[src/rtl/keypad_key_event_engine_defines.svh]
// Assertion macros shared by the keypad key event engine RTL.
`ifndef KEYPAD_KEY_EVENT_ENGINE_DEFINES_SVH
`define KEYPAD_KEY_EVENT_ENGINE_DEFINES_SVH

// Same-cycle implication, disabled while reset is asserted.
`define KKEE_ASSERT_IMP(label, clk, rst_n, ante, cons) \
    label: assert property (@(posedge clk) disable iff (!rst_n) (ante) |-> (cons)) \
        else $error("keypad engine check failed");

// Next-cycle implication, disabled while reset is asserted.
`define KKEE_ASSERT_NXT(label, clk, rst_n, ante, cons) \
    label: assert property (@(posedge clk) disable iff (!rst_n) (ante) |=> (cons)) \
        else $error("keypad engine check failed");

`endif

[src/rtl/kkee_pkg.sv]
// Shared types and constants of the keypad key event engine.
package kkee_pkg;

    localparam int TABLE_DEPTH_DEF = 128;

    localparam int SCAN_W  = 16;
    localparam int CHAR_W  = 8;
    localparam int KIND_W  = 3;
    localparam int POWER_W = 8;

    typedef enum logic [1:0] {
        MODE_POLL  = 2'd0,
        MODE_ADD   = 2'd1,
        MODE_CLEAR = 2'd2,
        MODE_POWER = 2'd3
    } mode_t;

    localparam logic [KIND_W-1:0] KIND_AUTO    = 3'd1;
    localparam logic [KIND_W-1:0] KIND_SINGLE  = 3'd2;
    localparam logic [KIND_W-1:0] KIND_LONG    = 3'd3;
    localparam logic [KIND_W-1:0] KIND_PERSIST = 3'd4;

    localparam logic [CHAR_W-1:0]  CHAR_MINUS   = 8'h2D;
    localparam logic [CHAR_W-1:0]  CHAR_PLUS    = 8'h2B;
    localparam logic [CHAR_W-1:0]  CHAR_POWER   = 8'h50;
    localparam logic [CHAR_W-1:0]  CHAR_SHIFT   = 8'hFF;
    localparam logic [CHAR_W-1:0]  CASE_BIT     = 8'h20;
    localparam logic [7:0]         REPEAT_MAX   = 8'hFF;
    localparam logic [7:0]         LONG_PRESS_N = 8'd5;
    localparam logic [POWER_W-1:0] POWER_MAX    = 8'd100;
    localparam logic [POWER_W-1:0] POWER_RESET  = 8'd10;

    typedef struct packed {
        logic [CHAR_W-1:0] code;
        logic [KIND_W-1:0] kind;
        logic [SCAN_W-1:0] scan;
    } key_entry_t;

    localparam int ENTRY_W = $bits(key_entry_t);

    typedef struct packed {
        logic capture;
        logic start;
        logic step;
        logic exec;
    } dp_cmd_t;

    typedef struct packed {
        mode_t mode;
        logic  search_done;
    } dp_status_t;

endpackage

[src/rtl/kkee_ram.sv]
// Generic single-write, single-read RAM with registered read data.
module kkee_ram #(
    parameter int WIDTH = kkee_pkg::ENTRY_W,
    parameter int DEPTH = kkee_pkg::TABLE_DEPTH_DEF
) (
    input  logic                                   clk,
    input  logic                                   we,
    input  logic [(DEPTH > 1 ? $clog2(DEPTH) : 1)-1:0] waddr,
    input  logic [WIDTH-1:0]                       wdata,
    input  logic [(DEPTH > 1 ? $clog2(DEPTH) : 1)-1:0] raddr,
    output logic [WIDTH-1:0]                       rdata
);

    logic [WIDTH-1:0] mem [DEPTH];

    always_ff @(posedge clk)
    begin
        if (we)
        begin
            mem[waddr] <= wdata;
        end
        rdata <= mem[raddr];
    end

endmodule

[src/rtl/kkee_datapath.sv]
// Datapath: item registers, key table search, hold state and result registers.
module kkee_datapath #(
    parameter int TABLE_DEPTH = kkee_pkg::TABLE_DEPTH_DEF
) (
    input  logic                          clk,
    input  logic                          rst_n,
    input  kkee_pkg::dp_cmd_t             cmd,
    output kkee_pkg::dp_status_t          status,
    input  logic                          power_keys_enable,
    input  logic [1:0]                    mode,
    input  logic [kkee_pkg::SCAN_W-1:0]   scan_code,
    input  logic [kkee_pkg::CHAR_W-1:0]   key_char,
    input  logic [7:0]                    key_kind,
    input  logic [kkee_pkg::POWER_W-1:0]  power_setting,
    output logic                          emit,
    output logic [kkee_pkg::CHAR_W-1:0]   emitted_code,
    output logic                          strobe_hold,
    output logic [kkee_pkg::POWER_W-1:0]  power_level
);

    localparam int AW = (TABLE_DEPTH > 1) ? $clog2(TABLE_DEPTH) : 1;
    localparam int CW = $clog2(TABLE_DEPTH + 1);
    localparam int ENTRY_W_L = kkee_pkg::ENTRY_W;

    // captured item
    kkee_pkg::mode_t                 mode_reg;
    logic [kkee_pkg::SCAN_W-1:0]     scan_reg;
    logic [kkee_pkg::CHAR_W-1:0]     char_reg;
    logic [kkee_pkg::KIND_W-1:0]     kind_reg;
    logic [kkee_pkg::POWER_W-1:0]    pset_reg;

    // persistent state
    logic [CW-1:0]                   entry_count_reg, entry_count_next;
    logic [kkee_pkg::SCAN_W-1:0]     shift_code_reg, shift_code_next;
    logic [kkee_pkg::CHAR_W-1:0]     last_key_reg, last_key_next;
    logic [7:0]                      repeat_count_reg, repeat_count_next;
    logic                            long_seen_reg, long_seen_next;
    logic                            holding_reg, holding_next;
    logic                            pstrobe_reg, pstrobe_next;
    logic [kkee_pkg::POWER_W-1:0]    power_reg, power_next;

    // search
    logic [AW-1:0]                   rd_idx_reg;
    logic [CW-1:0]                   left_reg;
    logic                            pending_reg;
    logic                            hit_reg;
    logic                            done_reg;
    kkee_pkg::key_entry_t            entry_reg;
    kkee_pkg::key_entry_t            rd_entry;
    logic [ENTRY_W_L-1:0]            rd_data;
    logic [CW-1:0]                   top_idx;
    logic                            match;

    // result registers
    logic                            emit_reg;
    logic [kkee_pkg::CHAR_W-1:0]     code_reg;
    logic                            strobe_reg;
    logic [kkee_pkg::POWER_W-1:0]    out_power_reg;

    // exec results
    logic                            emit_next;
    logic [kkee_pkg::CHAR_W-1:0]     code_next;
    logic                            do_end;
    logic                            table_we;
    kkee_pkg::key_entry_t            new_entry;
    logic [kkee_pkg::KIND_W-1:0]     kind_norm;

    kkee_ram #(
        .WIDTH (ENTRY_W_L),
        .DEPTH (TABLE_DEPTH)
    ) u_table (
        .clk   (clk),
        .we    (table_we),
        .waddr (entry_count_reg[AW-1:0]),
        .wdata (new_entry),
        .raddr (rd_idx_reg),
        .rdata (rd_data)
    );

    assign rd_entry = kkee_pkg::key_entry_t'(rd_data);
    assign match    = pending_reg && (rd_entry.scan == scan_reg);
    assign top_idx  = entry_count_reg - CW'(1);

    assign kind_norm = (key_kind >= 8'd1 && key_kind <= 8'd4) ? key_kind[2:0]
                                                               : kkee_pkg::KIND_SINGLE;

    assign new_entry.code = char_reg;
    assign new_entry.kind = kind_reg;
    assign new_entry.scan = scan_reg;

    assign status.mode        = mode_reg;
    assign status.search_done = done_reg;

    always_ff @(posedge clk)
    begin
        if (cmd.capture)
        begin
            mode_reg <= kkee_pkg::mode_t'(mode);
            scan_reg <= scan_code;
            char_reg <= key_char;
            kind_reg <= kind_norm;
            pset_reg <= power_setting;
        end
        if (cmd.step && !done_reg && match)
        begin
            entry_reg <= rd_entry;
        end
        if (cmd.exec)
        begin
            emit_reg      <= emit_next;
            code_reg      <= code_next;
            strobe_reg    <= pstrobe_next;
            out_power_reg <= power_next;
        end
    end

    // Walk the table from the newest entry down, one read issued per cycle.
    always_ff @(posedge clk or negedge rst_n)
    begin
        if (!rst_n)
        begin
            rd_idx_reg  <= '0;
            left_reg    <= '0;
            pending_reg <= 1'b0;
            hit_reg     <= 1'b0;
            done_reg    <= 1'b0;
        end
        else if (cmd.start)
        begin
            rd_idx_reg  <= top_idx[AW-1:0];
            left_reg    <= (scan_reg == '0) ? '0 : entry_count_reg;
            pending_reg <= 1'b0;
            hit_reg     <= 1'b0;
            done_reg    <= 1'b0;
        end
        else if (cmd.step && !done_reg)
        begin
            if (match)
            begin
                hit_reg     <= 1'b1;
                done_reg    <= 1'b1;
                pending_reg <= 1'b0;
            end
            else if (left_reg != '0)
            begin
                rd_idx_reg  <= rd_idx_reg - AW'(1);
                left_reg    <= left_reg - CW'(1);
                pending_reg <= 1'b1;
            end
            else
            begin
                pending_reg <= 1'b0;
                done_reg    <= !pending_reg;
            end
        end
    end

    always_comb
    begin
        entry_count_next  = entry_count_reg;
        shift_code_next   = shift_code_reg;
        last_key_next     = last_key_reg;
        repeat_count_next = repeat_count_reg;
        long_seen_next    = long_seen_reg;
        holding_next      = holding_reg;
        pstrobe_next      = pstrobe_reg;
        power_next        = power_reg;
        emit_next         = 1'b0;
        code_next         = '0;
        do_end            = 1'b0;
        table_we          = 1'b0;
        case (mode_reg)
            kkee_pkg::MODE_POLL:
            begin
                if (!hit_reg)
                begin
                    do_end = holding_reg;
                end
                else
                begin
                    if (!holding_reg)
                    begin
                        holding_next      = 1'b1;
                        last_key_next     = '0;
                        repeat_count_next = '0;
                        long_seen_next    = 1'b0;
                        pstrobe_next      = 1'b0;
                    end
                    // a different key drops the counters of the previous one
                    if (last_key_next != '0 && entry_reg.code != last_key_next)
                    begin
                        repeat_count_next = '0;
                        long_seen_next    = 1'b0;
                        pstrobe_next      = 1'b0;
                    end
                    case (entry_reg.kind)
                        kkee_pkg::KIND_LONG:
                        begin
                            long_seen_next = 1'b1;
                            if (repeat_count_next != kkee_pkg::REPEAT_MAX)
                            begin
                                repeat_count_next = repeat_count_next + 8'd1;
                            end
                        end
                        kkee_pkg::KIND_AUTO:
                        begin
                            emit_next = 1'b1;
                            code_next = entry_reg.code;
                            if (repeat_count_next != kkee_pkg::REPEAT_MAX)
                            begin
                                repeat_count_next = repeat_count_next + 8'd1;
                            end
                        end
                        kkee_pkg::KIND_PERSIST:
                        begin
                            pstrobe_next = 1'b1;
                        end
                        default:
                        begin
                            if (last_key_next != entry_reg.code)
                            begin
                                emit_next = 1'b1;
                                code_next = entry_reg.code;
                            end
                        end
                    endcase
                    last_key_next = entry_reg.code;
                    if (power_keys_enable)
                    begin
                        if (entry_reg.code == kkee_pkg::CHAR_MINUS && power_reg != '0)
                        begin
                            power_next = power_reg - 8'd1;
                        end
                        else if (entry_reg.code == kkee_pkg::CHAR_PLUS &&
                                 power_reg < kkee_pkg::POWER_MAX)
                        begin
                            power_next = power_reg + 8'd1;
                        end
                    end
                    do_end = (entry_reg.scan == shift_code_reg);
                end
                // end of hold: its pulse replaces any pulse of this item
                if (do_end)
                begin
                    pstrobe_next = 1'b0;
                    holding_next = 1'b0;
                    if (power_keys_enable && (last_key_next == kkee_pkg::CHAR_MINUS ||
                                              last_key_next == kkee_pkg::CHAR_PLUS))
                    begin
                        emit_next = 1'b1;
                        code_next = kkee_pkg::CHAR_POWER;
                    end
                    else if (long_seen_next)
                    begin
                        emit_next = 1'b1;
                        code_next = (repeat_count_next < kkee_pkg::LONG_PRESS_N)
                                    ? (last_key_next | kkee_pkg::CASE_BIT) : last_key_next;
                    end
                end
            end
            kkee_pkg::MODE_ADD:
            begin
                if (entry_count_reg < CW'(TABLE_DEPTH))
                begin
                    table_we         = 1'b1;
                    entry_count_next = entry_count_reg + CW'(1);
                    if (char_reg == kkee_pkg::CHAR_SHIFT)
                    begin
                        shift_code_next = scan_reg;
                    end
                end
            end
            kkee_pkg::MODE_CLEAR:
            begin
                entry_count_next = '0;
                shift_code_next  = '0;
            end
            kkee_pkg::MODE_POWER:
            begin
                power_next = pset_reg;
            end
            default:
            begin
                power_next = power_reg;
            end
        endcase
        table_we = table_we && cmd.exec;
    end

    always_ff @(posedge clk or negedge rst_n)
    begin
        if (!rst_n)
        begin
            entry_count_reg  <= '0;
            shift_code_reg   <= '0;
            last_key_reg     <= '0;
            repeat_count_reg <= '0;
            long_seen_reg    <= 1'b0;
            holding_reg      <= 1'b0;
            pstrobe_reg      <= 1'b0;
            power_reg        <= kkee_pkg::POWER_RESET;
        end
        else if (cmd.exec)
        begin
            entry_count_reg  <= entry_count_next;
            shift_code_reg   <= shift_code_next;
            last_key_reg     <= last_key_next;
            repeat_count_reg <= repeat_count_next;
            long_seen_reg    <= long_seen_next;
            holding_reg      <= holding_next;
            pstrobe_reg      <= pstrobe_next;
            power_reg        <= power_next;
        end
    end

    assign emit         = emit_reg;
    assign emitted_code = code_reg;
    assign strobe_hold  = strobe_reg;
    assign power_level  = out_power_reg;

endmodule

[src/rtl/kkee_ctrl.sv]
// Controller: sequences capture, table search, update and result transfer.
module kkee_ctrl (
    input  logic                  clk,
    input  logic                  rst_n,
    input  logic                  in_valid,
    output logic                  in_ready,
    output logic                  out_valid,
    input  logic                  out_ready,
    input  kkee_pkg::dp_status_t  status,
    output kkee_pkg::dp_cmd_t     cmd
);

    typedef enum logic [1:0] {
        ST_IDLE,
        ST_START,
        ST_SEARCH,
        ST_EXEC
    } state_t;

    state_t state_reg, state_next;
    logic   out_valid_reg, out_valid_next;
    logic   slot_free;

    assign slot_free = !out_valid_reg || out_ready;

    always_comb
    begin
        state_next     = state_reg;
        out_valid_next = out_valid_reg && !out_ready;
        cmd            = '0;
        case (state_reg)
            ST_IDLE:
            begin
                cmd.capture = in_valid;
                if (in_valid)
                begin
                    state_next = ST_START;
                end
            end
            ST_START:
            begin
                if (status.mode == kkee_pkg::MODE_POLL)
                begin
                    cmd.start  = 1'b1;
                    state_next = ST_SEARCH;
                end
                else
                begin
                    state_next = ST_EXEC;
                end
            end
            ST_SEARCH:
            begin
                cmd.step = 1'b1;
                if (status.search_done)
                begin
                    state_next = ST_EXEC;
                end
            end
            ST_EXEC:
            begin
                // hold the update until the result register is free
                if (slot_free)
                begin
                    cmd.exec       = 1'b1;
                    out_valid_next = 1'b1;
                    state_next     = ST_IDLE;
                end
            end
            default:
            begin
                state_next = ST_IDLE;
            end
        endcase
    end

    always_ff @(posedge clk or negedge rst_n)
    begin
        if (!rst_n)
        begin
            state_reg     <= ST_IDLE;
            out_valid_reg <= 1'b0;
        end
        else
        begin
            state_reg     <= state_next;
            out_valid_reg <= out_valid_next;
        end
    end

    assign in_ready  = (state_reg == ST_IDLE);
    assign out_valid = out_valid_reg;

endmodule

[src/rtl/keypad_key_event_engine.sv]
// Keypad key event engine: top level with configuration register and checks.
//
// Input channel (in_valid/in_ready) carries one item: mode, scan_code, key_char,
// key_kind and power_setting. Output channel (out_valid/out_ready) returns
// exactly one result per item: emit, emitted_code, strobe_hold, power_level.
// One item is worked at a time. An add, clear or set-power item passes from
// capture through the start and update states to the result register. A poll
// searches the key table newest entry first, one table RAM read per cycle,
// until it finds a match or has read every entry; a poll with scan code 0 or
// against an empty table ends its search without reading the table.
// The result sits in an output register: the next item is accepted while it
// waits, and its update is held until the waiting result is transferred.
// Reset clears all control and hold state, empties the table (entry count 0,
// no clearing pass needed), sets power to 10 and disables power keys.
// APB register 0 (power_keys_enable, bit 0) must be written only while idle,
// which the block itself does not enforce; pready is always high.
`include "keypad_key_event_engine_defines.svh"

module keypad_key_event_engine #(
    parameter int TABLE_DEPTH = kkee_pkg::TABLE_DEPTH_DEF
) (
    input  logic                          clk,
    input  logic                          rst_n,
    input  logic                          in_valid,
    output logic                          in_ready,
    input  logic [1:0]                    mode,
    input  logic [kkee_pkg::SCAN_W-1:0]   scan_code,
    input  logic [kkee_pkg::CHAR_W-1:0]   key_char,
    input  logic [7:0]                    key_kind,
    input  logic [kkee_pkg::POWER_W-1:0]  power_setting,
    output logic                          out_valid,
    input  logic                          out_ready,
    output logic                          emit,
    output logic [kkee_pkg::CHAR_W-1:0]   emitted_code,
    output logic                          strobe_hold,
    output logic [kkee_pkg::POWER_W-1:0]  power_level,
    input  logic                          psel,
    input  logic                          penable,
    input  logic                          pwrite,
    input  logic [2:0]                    paddr,
    input  logic [31:0]                   pwdata,
    output logic [31:0]                   prdata,
    output logic                          pready
);

    kkee_pkg::dp_cmd_t    cmd;
    kkee_pkg::dp_status_t status;
    logic                 pke_reg;
    logic                 cfg_write;

    assign pready    = 1'b1;
    assign cfg_write = psel && penable && pwrite && pready && !paddr[2];
    assign prdata    = paddr[2] ? 32'd0 : {31'd0, pke_reg};

    always_ff @(posedge clk or negedge rst_n)
    begin
        if (!rst_n)
        begin
            pke_reg <= 1'b0;
        end
        else if (cfg_write)
        begin
            pke_reg <= pwdata[0];
        end
    end

    kkee_ctrl u_ctrl (
        .clk       (clk),
        .rst_n     (rst_n),
        .in_valid  (in_valid),
        .in_ready  (in_ready),
        .out_valid (out_valid),
        .out_ready (out_ready),
        .status    (status),
        .cmd       (cmd)
    );

    kkee_datapath #(
        .TABLE_DEPTH (TABLE_DEPTH)
    ) u_datapath (
        .clk               (clk),
        .rst_n             (rst_n),
        .cmd               (cmd),
        .status            (status),
        .power_keys_enable (pke_reg),
        .mode              (mode),
        .scan_code         (scan_code),
        .key_char          (key_char),
        .key_kind          (key_kind),
        .power_setting     (power_setting),
        .emit              (emit),
        .emitted_code      (emitted_code),
        .strobe_hold       (strobe_hold),
        .power_level       (power_level)
    );

    `KKEE_ASSERT_IMP(a_no_code_without_emit, clk, rst_n,
        out_valid && !emit, emitted_code == 8'd0)
    `KKEE_ASSERT_NXT(a_one_item_at_a_time, clk, rst_n,
        in_valid && in_ready, !in_ready)
    `KKEE_ASSERT_IMP(a_update_only_when_slot_free, clk, rst_n,
        cmd.exec, !out_valid || out_ready)

endmodule
[config.mk]
export PLATFORM = sky130hd
export DESIGN_NAME = keypad_key_event_engine
export DESIGN_NICKNAME = d
export VERILOG_FILES = /design/src/rtl/kkee_pkg.sv /design/src/rtl/kkee_ram.sv /design/src/rtl/kkee_datapath.sv /design/src/rtl/kkee_ctrl.sv /design/src/rtl/keypad_key_event_engine.sv
export VERILOG_INCLUDE_DIRS = /design/src /design/src/rtl
export SDC_FILE = /design/constraint.sdc
export NUM_CORES = 2
export LEC_CHECK = 0
export BUFFER_PORTS_ARGS = -buffer_cell sky130_fd_sc_hd__buf_2
export CAP_MARGIN = 10
export CORE_MARGIN = 4
export CORE_UTILIZATION = 45
export CTS_BUF_LIST = sky130_fd_sc_hd__clkbuf_4 sky130_fd_sc_hd__clkbuf_8
export CTS_CLUSTER_DIAMETER = 50
export DETAILED_ROUTE_END_ITERATION = 6
export PLACE_DENSITY = 0.71
export SETUP_SLACK_MARGIN = 0.05
export SLEW_MARGIN = 25
export SYNTH_ARGS = -nofsm -noshare
export SYNTH_HDL_FRONTEND = slang
export SYNTH_SLANG_ARGS = --single-unit
[constraint.sdc]
create_clock -name clk -period 5.1 [get_ports clk]
set_input_delay 0 -clock clk [delete_from_list [all_inputs] [get_ports clk]]
set_output_delay 0 -clock clk [all_outputs]
set_load 0.03 [all_outputs]
==> flow_summary.ini <==
[grt]
grt_use_total_pct = 21.1
grt_pass1_wl_um = 492000
grt_overflow_total = 0
antenna_found_initial = 31
grt_max_degree = 104
grt_pass1_vias = 68100

[synth]
synth.top_cell.area_share_pct = 75.8
ys_seq_elements = 3638
yosys_most_used_dff = edfxtp_1
async_flop_share_pct = 2.01
synth_top_family_by_area = multiplexers
synth_commonest_cells = 3538 x edfxtp_1, 1134 x mux4_2, 211 x clkbuf_1, 182 x nor2_1, 80 x nand2_1
syn_inst = 5867
synth_area_leaders = edfxtp_1 76%, mux4_2 18%, dfrtp_1 1.3%
synthAdderAreaFrac_pct = 0.143
synth_xor_xnor_area_share_pct = 0.337
synthSimpleGateAreaFrac_pct = 1.43
syn_area_um2 = 140000
synthMuxAreaShare_pct = 18.7
synth_cell_types = 68
synth.most_common_cell = edfxtp_1
syn_avg_cell_area_um2 = 23.9
synth_compound_area_share_pct = 0.754
ys_seq_area_share_pct = 77.5
ys_warn_count = 0
yosys.area.top_type = edfxtp_1
synth_edf_count = 3538

[layout]
fin_nets = 6659
layout-drive-gt1-share_pct = 36.2
area_growth_pct = 14.2
fill_cells = 23100
largest_reg_flops = 3456
final_cell_count_no_fill = 11100

[drt]
vias_per_cell = 6.08
postRouteAntennaNets = 0
post-route-drc-count = 23
vias = 67600
wl_per_cell_um = 30.9
drtIter0Drc = 10000
wl_um = 344000
first_pass_iters = 7

[critical_path]
crit_buf_inv = 2
crit_arrival_ns = 5.02
reg2reg_depth = 7
end_kind = register
cpMaxStageDelayCell = nor2_4
critPathMaxStageDelay_ns = 0.87
path_cells = inv_1, ha_1, nand3b_1, nor2_1, nand3_1, nor2_4, buf_4
r2r_slack_ns = 0.78
critical-path-top-delay-family = simple AND/OR/NAND/NOR gates
worstSetupPathType = register to register
cp_max_fo = 18
r2r-end = u_datapath.u_table.mem[30][16]
r2r_start = u_datapath.mode_reg[1]
required_ns = 5.80
cp-start-kind = register

[place]
port_buffers = 71
dp.cells = 10000
dpl.hpwl_um = 195000
place_congestion = 0.860

[power]
vdd_drop_max_v = 0.000439
power.density_nw_per_um2 = 518
power.leakage_uw = 0.0500

[cts]
cts_tree = built
clockBufferDepth = 4
clk_root_buffer_cell = clkbuf_8
cts_inserted_buffers = 552
ctsResizeCount = 0
clock_latency_ns = 1.04
cts.sinks = 3638
path_clk_slew_ns = 0.07
cts_max_level = 6

[timing]
worst_slew_pin_slew_ns = 1.11
period_minus_slack_ns = 4.32
max_clock_freq_ghz = 0.232
min_period_over_period_pct = 84.7
rsz0062_at_grt = no
setup_viol = 0
maxSlewViolCount = 0
tns_ns = 0
skew_ns = 0.0697
hold_viol = 0
slew_headroom_pct = 26.0

[die]
core-area_um2 = 309000
die_area_um2 = 320000
ioPinCount = 137
die_x_um = 566
row_count = 204
start_util_pct = 45.3
die_height_um = 566

[run_status]
status = finished, violations left
violations = design-rule violations

[job]
maxCapViolCount = 0

[min_path]
hp-class = input pin to asynchronous set/reset pin
[power breakdown]
| part | switching, µW | total, µW | internal, µW |
|---|---|---|---|
| clock network | 11100 | 23200 | 12100 |
| registers | 1040 | 35300 | 34300 |
| logic | 13400 | 24400 | 11000 |
[stage by stage]
step	power [µW]	utilization (%)	hold WS [ns]	setup slack [ns]	cell area [µm²]
6_report	82900	51.7	0.135	0.783	160000
5_1_grt	85700	51.7	0.159	0.707	160000
4_1_cts	83300	51.7	0.0451	0.941	160000
3_5_place_dp	60300	48.0	-0.130	1.02	149000
3_3_place_gp	59900	47.7	-0.131	1.00	148000
2_1_floorplan	51000	-	-0.296	0.942	140000
[final cells by class]
cell class / instances / area, µm² / area share, %
diodes: 16 / 40.0 / 0.0250
clock buffers: 743 / 9100 / 5.68
clock inverters: 228 / 1430 / 0.893
inverters: 36 / 135 / 0.0844
multi-input cells: 1880 / 31000 / 19.4
flip-flops and latches: 3638 / 109000 / 67.9
well taps: 4120 / 5150 / 3.22
repair buffers: 451 / 4600 / 2.87
[worst register-to-register path, delay by kind of cell (launching register included)]
family                     cells  cell delay [ns]
DFF                            1             0.43
and+or+nand+nor                4             2.60
adders and majority gates      1             0.48
buffers and inverters          2             0.46
[layer usage]
metal | GRT usage, % | part of all wire, %
met1 | 30.1 | 38
met5 | 0 | 0.028
met4 | 7.53 | 3.3
met2 | 32.8 | 48
met3 | 4.20 | 11
[layout by cell type, fill, tap and decap left out, types with 26 or more instances in the layout]
| master | instances |
|---|---|
| edfxtp_1 | 3538 |
| mux4_2 | 1134 |
| clkbuf_8 | 563 |
| buf_4 | 210 |
| clkbuf_4 | 180 |
| clkinv_1 | 132 |
| nor2_4 | 126 |
| dlygate4sd3_1 | 91 |
| nand2_1 | 78 |
| buf_2 | 70 |
| dfrtp_1 | 64 |
| nor2_1 | 55 |
| buf_12 | 51 |
| o21ai_0 | 49 |
| mux2_2 | 46 |
| xnor2_1 | 39 |
| a21oi_1 | 38 |
| clkinv_2 | 37 |
| inv_1 | 36 |
| conb_1 | 32 |
| nor3_1 | 28 |
| dfxtp_1 | 27 |
| nand3_1 | 26 |
[logic make-up (layout without fill, tap and decap cells)]
kind of cell	after synthesis	in the layout
DFF	3638	3638
muxes	1191	1191
and+or+nand+nor	424	424
buffers and inverters	379	1458
AOI/OAI and AO/OA	163	163
xor gates and xnor gates	54	54
adders and majority gates	16	16
other	2	48
[how the worst max path moves through the flow]
stage                              from                               to  slack [ns]  depth (start not counted)
6_report         u_datapath.mode_reg[1]   u_datapath.u_table.mem[30][16]        0.78                          7
5_1_grt          u_datapath.holding_reg       u_datapath.emitted_code[5]        0.71                         15
2_1_floorplan    u_datapath.scan_reg[2]          u_datapath.entry_reg[0]        0.94                          5
3_5_place_dp     u_datapath.mode_reg[1]  u_datapath.u_table.mem[106][20]        1.02                          8
3_3_place_gp   u_datapath.entry_reg[20]       u_datapath.emitted_code[5]        1.00                         15
4_1_cts          u_datapath.mode_reg[1]  u_datapath.u_table.mem[106][10]        0.94                          8
[timing repair]
item                                   in CTS  in global routing
setup buffers                               0                  0
endpoints found under the hold margin     168                  0
hold buffers                               91                  0
Note: power is estimated with default switching activity, not from simulation.
